## config.mk

```make
export PLATFORM = sky130hd
export DESIGN_NAME = led_driver_serial_command_sender_core
export DESIGN_NICKNAME = d
export VERILOG_FILES = /design/src/rtl/lddsc_pkg.sv /design/src/rtl/lddsc_shifter.sv /design/src/rtl/led_driver_serial_command_sender_core.sv
export SDC_FILE = /design/constraint.sdc
export NUM_CORES = 1
export LEC_CHECK = 0
export BUFFER_PORTS_ARGS = -buffer_cell sky130_fd_sc_hd__buf_2
export CAP_MARGIN = 25
export CORE_MARGIN = 2
export CORE_UTILIZATION = 40
export CTS_CLUSTER_DIAMETER = 50
export DETAILED_ROUTE_END_ITERATION = 7
export HOLD_SLACK_MARGIN = 0.03
export PLACE_DENSITY = 0.59
export SLEW_MARGIN = 20
export SYNTH_ARGS = -nofsm -noshare
export SYNTH_HDL_FRONTEND = slang
export SYNTH_SLANG_ARGS = --single-unit
```

## constraint.sdc

```tcl
create_clock -name clk -period 3.6 [get_ports clk]
set_input_delay 0.54 -clock clk [delete_from_list [all_inputs] [get_ports clk]]
set_output_delay 0.54 -clock clk [all_outputs]
set_load 0.02 [all_outputs]
```

## src/rtl/lddsc_pkg.sv

```systemverilog
// Shared types and constants for the LED driver serial command sender.
// Used by the bit shifter, the core and the port checker; depends on nothing.
package lddsc_pkg;

    localparam int CMD_BITS = 8;
    localparam int CFG_IDX_W = 3;
    localparam int CFG_DATA_W = 8;

    typedef enum logic [CFG_IDX_W-1:0] {
        CFG_DATA_CMD_FIXED     = 3'd0,
        CFG_DATA_CMD_INCREMENT = 3'd1,
        CFG_ADDRESS_CMD_BASE   = 3'd2,
        CFG_DISPLAY_CTRL_CMD   = 3'd3,
        CFG_DISPLAY_MODE_CMD   = 3'd4
    } cfg_index_t;

    typedef enum logic [1:0] {
        KIND_MODE_SET = 2'd0,
        KIND_FIXED    = 2'd1,
        KIND_BURST    = 2'd2,
        KIND_UNUSED   = 2'd3
    } kind_t;

    typedef enum logic [4:0] {
        ST_IDLE = 5'b00001,
        ST_CMD  = 5'b00010,
        ST_ADDR = 5'b00100,
        ST_WORD = 5'b01000,
        ST_CTRL = 5'b10000
    } state_t;

    typedef struct packed {
        logic load;
        logic shift;
    } sh_ctrl_t;

    localparam logic [CFG_DATA_W-1:0] RST_DATA_CMD_FIXED     = 8'h44;
    localparam logic [CFG_DATA_W-1:0] RST_DATA_CMD_INCREMENT = 8'h40;
    localparam logic [CFG_DATA_W-1:0] RST_ADDRESS_CMD_BASE   = 8'hC0;
    localparam logic [CFG_DATA_W-1:0] RST_DISPLAY_CTRL_CMD   = 8'h8F;
    localparam logic [CFG_DATA_W-1:0] RST_DISPLAY_MODE_CMD   = 8'h03;

endpackage

```

## src/rtl/lddsc_shifter.sv

```systemverilog
// One-bit-per-cycle shift register, while ctrl.shift is set, with a remaining-bit counter.
// Depends on lddsc_pkg for the control struct.
module lddsc_shifter
    import lddsc_pkg::*;
#(
    parameter int WIDTH = 16
) (
    input  logic                         clk,
    input  logic                         rst_n,
    input  sh_ctrl_t                     ctrl,
    input  logic [WIDTH-1:0]             load_data,
    input  logic [$clog2(WIDTH)-1:0]     load_count,
    output logic                         bit_out,
    output logic                         seg_done
);

    localparam int CNT_W = $clog2(WIDTH);

    logic [WIDTH-1:0] shift_reg;
    logic [WIDTH-1:0] shift_next;
    logic [CNT_W-1:0] cnt_reg;
    logic [CNT_W-1:0] cnt_next;

    always_comb
    begin
        shift_next = shift_reg;
        cnt_next   = cnt_reg;
        if (ctrl.load)
        begin
            shift_next = load_data;
            cnt_next   = load_count;
        end
        else if (ctrl.shift)
        begin
            shift_next = shift_reg >> 1;
            cnt_next   = cnt_reg - 1'b1;
        end
    end

    always_ff @(posedge clk or negedge rst_n)
    begin
        if (!rst_n)
        begin
            cnt_reg <= '0;
        end
        else
        begin
            cnt_reg <= cnt_next;
        end
    end

    always_ff @(posedge clk)
    begin
        shift_reg <= shift_next;
    end

    assign bit_out  = shift_reg[0];
    assign seg_done = (cnt_reg == '0);

endmodule

```

## src/rtl/led_driver_serial_command_sender_core.sv

```systemverilog
// Top level of the LED driver serial command sender: configuration registers,
// request sequencer and output handshake. Depends on lddsc_pkg and lddsc_shifter.
//
// Each accepted request is sent as a sequence of single serial bits, LSB first,
// one bit per cycle while the output is not stalled: 8 bits for a mode-set,
// 8 + 8 + DATA_BITS + 8 bits for a fixed-address write (40 at DATA_BITS = 16),
// and DATA_BITS, DATA_BITS + 8, DATA_BITS + 16 or DATA_BITS + 24 bits for a burst
// word, depending on whether it opens the burst and whether it is the last word.
// An unused kind is accepted and produces nothing. Every command, address and data
// field goes through the single one-bit shifter, and in_stall stays high until the
// final bit of the current request is taken.
module led_driver_serial_command_sender_core
    import lddsc_pkg::*;
#(
    parameter int DATA_BITS = 16
) (
    input  logic                  clk,
    input  logic                  rst_n,
    input  logic                  cfg_write,
    input  logic [CFG_IDX_W-1:0]  cfg_index,
    input  logic [CFG_DATA_W-1:0] cfg_data,
    input  logic                  in_valid,
    output logic                  in_stall,
    input  logic [1:0]            kind,
    input  logic [3:0]            display_address,
    input  logic [15:0]           word_data,
    input  logic                  last_word,
    output logic                  out_valid,
    input  logic                  out_stall,
    output logic                  serial_bit,
    output logic                  strobe_release,
    output logic                  last
);

    localparam int CNT_W = $clog2(DATA_BITS);
    localparam logic [CNT_W-1:0] CMD_COUNT  = CNT_W'(CMD_BITS - 1);
    localparam logic [CNT_W-1:0] WORD_COUNT = CNT_W'(DATA_BITS - 1);

    logic [CFG_DATA_W-1:0] data_cmd_fixed_reg;
    logic [CFG_DATA_W-1:0] data_cmd_increment_reg;
    logic [CFG_DATA_W-1:0] address_cmd_base_reg;
    logic [CFG_DATA_W-1:0] display_ctrl_cmd_reg;
    logic [CFG_DATA_W-1:0] display_mode_cmd_reg;

    state_t state_reg;
    state_t state_next;
    logic   burst_open_reg;
    logic   burst_open_next;
    logic   mode_set_reg;
    logic   mode_set_next;
    logic   word_release_reg;
    logic   word_release_next;
    logic   ctrl_pending_reg;
    logic   ctrl_pending_next;

    logic [3:0]           addr_reg;
    logic [DATA_BITS-1:0] word_reg;

    sh_ctrl_t             sh_ctrl;
    logic [DATA_BITS-1:0] load_data;
    logic [CNT_W-1:0]     load_count;
    logic                 bit_out;
    logic                 seg_done;
    logic                 in_fire;
    logic                 out_fire;
    logic [7:0]           addr_byte;

    assign in_fire   = in_valid && !in_stall;
    assign out_fire  = out_valid && !out_stall;
    assign addr_byte = address_cmd_base_reg + {4'b0000, addr_reg};

    always_ff @(posedge clk or negedge rst_n)
    begin
        if (!rst_n)
        begin
            data_cmd_fixed_reg     <= RST_DATA_CMD_FIXED;
            data_cmd_increment_reg <= RST_DATA_CMD_INCREMENT;
            address_cmd_base_reg   <= RST_ADDRESS_CMD_BASE;
            display_ctrl_cmd_reg   <= RST_DISPLAY_CTRL_CMD;
            display_mode_cmd_reg   <= RST_DISPLAY_MODE_CMD;
        end
        else if (cfg_write)
        begin
            unique case (cfg_index)
                CFG_DATA_CMD_FIXED:     data_cmd_fixed_reg     <= cfg_data;
                CFG_DATA_CMD_INCREMENT: data_cmd_increment_reg <= cfg_data;
                CFG_ADDRESS_CMD_BASE:   address_cmd_base_reg   <= cfg_data;
                CFG_DISPLAY_CTRL_CMD:   display_ctrl_cmd_reg   <= cfg_data;
                CFG_DISPLAY_MODE_CMD:   display_mode_cmd_reg   <= cfg_data;
                default:                ;
            endcase
        end
    end

    always_comb
    begin
        state_next        = state_reg;
        burst_open_next   = burst_open_reg;
        mode_set_next     = mode_set_reg;
        word_release_next = word_release_reg;
        ctrl_pending_next = ctrl_pending_reg;
        sh_ctrl           = '0;
        load_data         = '0;
        load_count        = CMD_COUNT;
        unique case (state_reg)
            ST_IDLE:
            begin
                if (in_fire)
                begin
                    unique case (kind)
                        KIND_MODE_SET:
                        begin
                            burst_open_next = 1'b0;
                            mode_set_next   = 1'b1;
                            sh_ctrl.load    = 1'b1;
                            load_data[7:0]  = display_mode_cmd_reg;
                            state_next      = ST_CMD;
                        end
                        KIND_FIXED:
                        begin
                            burst_open_next   = 1'b0;
                            mode_set_next     = 1'b0;
                            word_release_next = 1'b1;
                            ctrl_pending_next = 1'b1;
                            sh_ctrl.load      = 1'b1;
                            load_data[7:0]    = data_cmd_fixed_reg;
                            state_next        = ST_CMD;
                        end
                        KIND_BURST:
                        begin
                            burst_open_next   = !last_word;
                            mode_set_next     = 1'b0;
                            word_release_next = last_word;
                            ctrl_pending_next = last_word;
                            sh_ctrl.load      = 1'b1;
                            if (burst_open_reg)
                            begin
                                load_data  = word_data[DATA_BITS-1:0];
                                load_count = WORD_COUNT;
                                state_next = ST_WORD;
                            end
                            else
                            begin
                                load_data[7:0] = data_cmd_increment_reg;
                                state_next     = ST_CMD;
                            end
                        end
                        default:
                        begin
                        end
                    endcase
                end
            end
            ST_CMD:
            begin
                if (out_fire)
                begin
                    if (!seg_done)
                    begin
                        sh_ctrl.shift = 1'b1;
                    end
                    else if (mode_set_reg)
                    begin
                        state_next = ST_IDLE;
                    end
                    else
                    begin
                        sh_ctrl.load   = 1'b1;
                        load_data[7:0] = addr_byte;
                        state_next     = ST_ADDR;
                    end
                end
            end
            ST_ADDR:
            begin
                if (out_fire)
                begin
                    if (!seg_done)
                    begin
                        sh_ctrl.shift = 1'b1;
                    end
                    else
                    begin
                        sh_ctrl.load = 1'b1;
                        load_data    = word_reg;
                        load_count   = WORD_COUNT;
                        state_next   = ST_WORD;
                    end
                end
            end
            ST_WORD:
            begin
                if (out_fire)
                begin
                    if (!seg_done)
                    begin
                        sh_ctrl.shift = 1'b1;
                    end
                    else if (ctrl_pending_reg)
                    begin
                        sh_ctrl.load   = 1'b1;
                        load_data[7:0] = display_ctrl_cmd_reg;
                        state_next     = ST_CTRL;
                    end
                    else
                    begin
                        state_next = ST_IDLE;
                    end
                end
            end
            ST_CTRL:
            begin
                if (out_fire)
                begin
                    if (!seg_done)
                    begin
                        sh_ctrl.shift = 1'b1;
                    end
                    else
                    begin
                        state_next = ST_IDLE;
                    end
                end
            end
            default:
            begin
                state_next = ST_IDLE;
            end
        endcase
    end

    always_ff @(posedge clk or negedge rst_n)
    begin
        if (!rst_n)
        begin
            state_reg        <= ST_IDLE;
            burst_open_reg   <= 1'b0;
            mode_set_reg     <= 1'b0;
            word_release_reg <= 1'b0;
            ctrl_pending_reg <= 1'b0;
        end
        else
        begin
            state_reg        <= state_next;
            burst_open_reg   <= burst_open_next;
            mode_set_reg     <= mode_set_next;
            word_release_reg <= word_release_next;
            ctrl_pending_reg <= ctrl_pending_next;
        end
    end

    always_ff @(posedge clk)
    begin
        if (in_fire)
        begin
            addr_reg <= display_address;
            word_reg <= word_data[DATA_BITS-1:0];
        end
    end

    lddsc_shifter #(
        .WIDTH (DATA_BITS)
    ) u_shifter (
        .clk        (clk),
        .rst_n      (rst_n),
        .ctrl       (sh_ctrl),
        .load_data  (load_data),
        .load_count (load_count),
        .bit_out    (bit_out),
        .seg_done   (seg_done)
    );

    assign in_stall       = (state_reg != ST_IDLE);
    assign out_valid      = (state_reg != ST_IDLE);
    assign serial_bit     = bit_out;
    assign strobe_release = seg_done && ((state_reg == ST_CMD) || (state_reg == ST_CTRL)
                            || ((state_reg == ST_WORD) && word_release_reg));
    assign last           = seg_done && (((state_reg == ST_CMD) && mode_set_reg)
                            || (state_reg == ST_CTRL)
                            || ((state_reg == ST_WORD) && !ctrl_pending_reg));

endmodule

```

==> impl_metrics.py <==
metrics = {
    "detailed_routing": {
        "wire_per_inst_um": 18.4,
        "ant_nets": 0,
        "vias": 2846,
        "drc": 0,
        "drt_iter0_markers": 211,
        "avgViaCountPerCell": 5.48,
        "wirelength_um": 9540,
        "dr.pass1.iters": 4,
    },
    "power": {
        "power_density_nw_per_um2": 609,
        "p_leak_nw": 1.88,
        "ir_drop_mv": 0.249,
    },
    "timing": {
        "finalHoldViolCount": 0,
        "min_period_over_period_pct": 69.9,
        "skew_ns": 0.00956,
        "relSlewSlack_pct": 38.9,
        "finalMaxSlewViolations": 0,
        "max_slew.worst_pin.slew_ns": 0.913,
        "tns_ns": 0,
        "whs_ns": 0.252,
        "setup_viol": 0,
        "min_period_ns": 2.52,
        "clock.fmax_mhz": 398,
        "grt_setup_unrepaired": "false",
    },
    "critical_path": {
        "cp.required_ns": 3.60,
        "cp.arrival_ns": 2.52,
        "r2r_slack_ns": 1.08,
        "cp-end-kind": "register",
        "path_class": "reg2reg",
        "cp_max_fo": 16,
        "crit_family": "simple AND/OR/NAND/NOR gates",
        "crit_path_top_delay_cell": "dfstp_2",
        "cp_cell_sequence": "and4bb_2, nand2_1, a31o_2, nand2_1",
        "cp_num_buf_inv": 0,
        "cpPeakStageDelay_ns": 0.65,
        "cp_common_cell": "nand2_1",
        "worstSetupStartpointType": "register",
    },
    "finish": {
        "regArea_um2": 2400,
        "layout.nets": 428,
        "finish.utilization_pct": 46.1,
        "syn_to_final_growth_pct": 11.9,
        "layout-drive-gt1-share_pct": 36.3,
        "multiInputGateArea_um2": 1750,
        "layout_commonest_cell": "mux2_2",
        "nFillCells": 968,
        "diodes": 0,
        "layout_common_cells": "mux2_2 (48), buf_2 (43), dfrtp_1 (39)",
    },
    "status": {
        "status": "complete, no violations",
    },
    "yosys": {
        "avgSynthCellArea_um2": 12.7,
        "synth_flop_cell": "dfrtp_1",
        "syn_area_um2": 4280,
        "netlist_instances": 337,
        "synthArstFlopShare_pct": 59.1,
        "ys_types": 54,
        "synth_nets": 387,
        "yosys_warnings": 0,
        "synth-edff-count": 36,
        "seq_area_frac_synth_pct": 56.1,
        "ys_seq_elements": 88,
    },
    "placement": {
        "dp_hpwl_um": 6810,
        "port_buffers": 43,
        "gp_congestion": 0.864,
    },
    "clock_tree": {
        "clockRootBuffer": "clkbuf_8",
        "cts_resized": 0,
        "cts_hold_buf": 0,
        "cts_sinks": 88,
        "cts.clk_slew.worst_paths_ns": 0.09,
        "insertion_delay_ns": 0.36,
        "cts_tree": "done",
        "cts_setup_buffers": 0,
        "numCtsBuffers": 9,
        "cts_max_level": 3,
        "cts_buffer_depth": 2,
    },
    "die": {
        "die-area_um2": 11500,
        "start_util_pct": 41.2,
        "dieWidth_um": 107,
        "rows": 37,
        "die_y_um": 107,
        "pin_count": 44,
        "coreArea_um2": 10400,
    },
    "global_routing": {
        "grt_util_all_layers_pct": 17.8,
        "overflow": 0,
        "grt_pass1_wl_um": 15500,
        "grt_antenna_before_repair": 0,
        "grt_pass1_vias": 2910,
        "grt_max_degree": 36,
    },
    "flow_run": {
        "max_cap_viol_count": 0,
    },
    "worst_hold_path": {
        "min_path_type": "in2async",
    },
}
logic make-up after synthesis:
group / Yosys count / share of synthesized area, %
flops: 88 / 56.1
simple gates: 80 / 10.9
compound gates: 71 / 11.8
mux: 50 / 13.1
buf+inv: 29 / 3.04
fa+ha+maj: 11 / 3.39
xor+xnor: 8 / 1.64
per-layer routing:
| layer | share of wire [%] | global-route usage [%] |
|---|---|---|
| met2 | 47 | 28.6 |
| met3 | 4.2 | 2.91 |
| met5 | 0 | 0 |
| met4 | 1.8 | 6.87 |
| met1 | 47 | 24.4 |
where the power goes:
part,internal (W),switching (W),leakage (nW)
combinational,0.000341,0.000440,0.852
sequential,0.00134,0.000168,0.937
clock,0.000257,0.000371,0.0862
worst paths after layout:
check / from / end / cells past startpoint
worst max-delay path: state_reg[0] / u_shifter.shift_reg[7] / 4
worst max register to register: state_reg[0] / u_shifter.shift_reg[7] / 4
worst min register to register: data_cmd_increment_reg[7] / data_cmd_increment_reg[7] / 1
worst min-delay path: rst_n / state_reg[3] / 1
max in group asynchronous: rst_n / data_cmd_increment_reg[6] / 2
min in group clk: display_address[1] / addr_reg[1] / 1
Yosys cell counts (all sizes together) (8+ instances only):
cell / count / area share, %
a21oi: 10 / 1.2
nor3: 9 / 1.9
edfxtp: 36 / 25
dfstp: 13 / 8.0
buf: 11 / 1.5
o21ai: 16 / 1.9
nand2: 24 / 2.1
a222oi: 8 / 1.9
mux2: 48 / 13
nor2: 24 / 2.1
a22oi: 11 / 1.9
ha: 10 / 2.9
dfrtp: 39 / 23
inv: 13 / 1.1
area by class of cell:
| cell class | instances | share of cell area, % |
|---|---|---|
| sequential | 88 | 50.1 |
| multi-input combinational | 220 | 36.6 |
| timing repair buffer | 46 | 4.97 |
| tap | 136 | 3.56 |
| clock buffer | 9 | 2.59 |
| clock inverter | 7 | 1.15 |
| inverter | 13 | 1.02 |
stage by stage:
stage	cell area [µm²]	worst slack, ns	std cells	total power (W)
after global routing	4780	0.880	519	0.00310
after detailed placement	4610	0.734	503	0.00231
after CTS	4780	1.05	519	0.00294
after global placement	4610	0.793	503	0.00228
after floorplan	4280	1.06	337	0.00206
final	4780	1.08	519	0.00291
(Power assumes the default switching activity.)
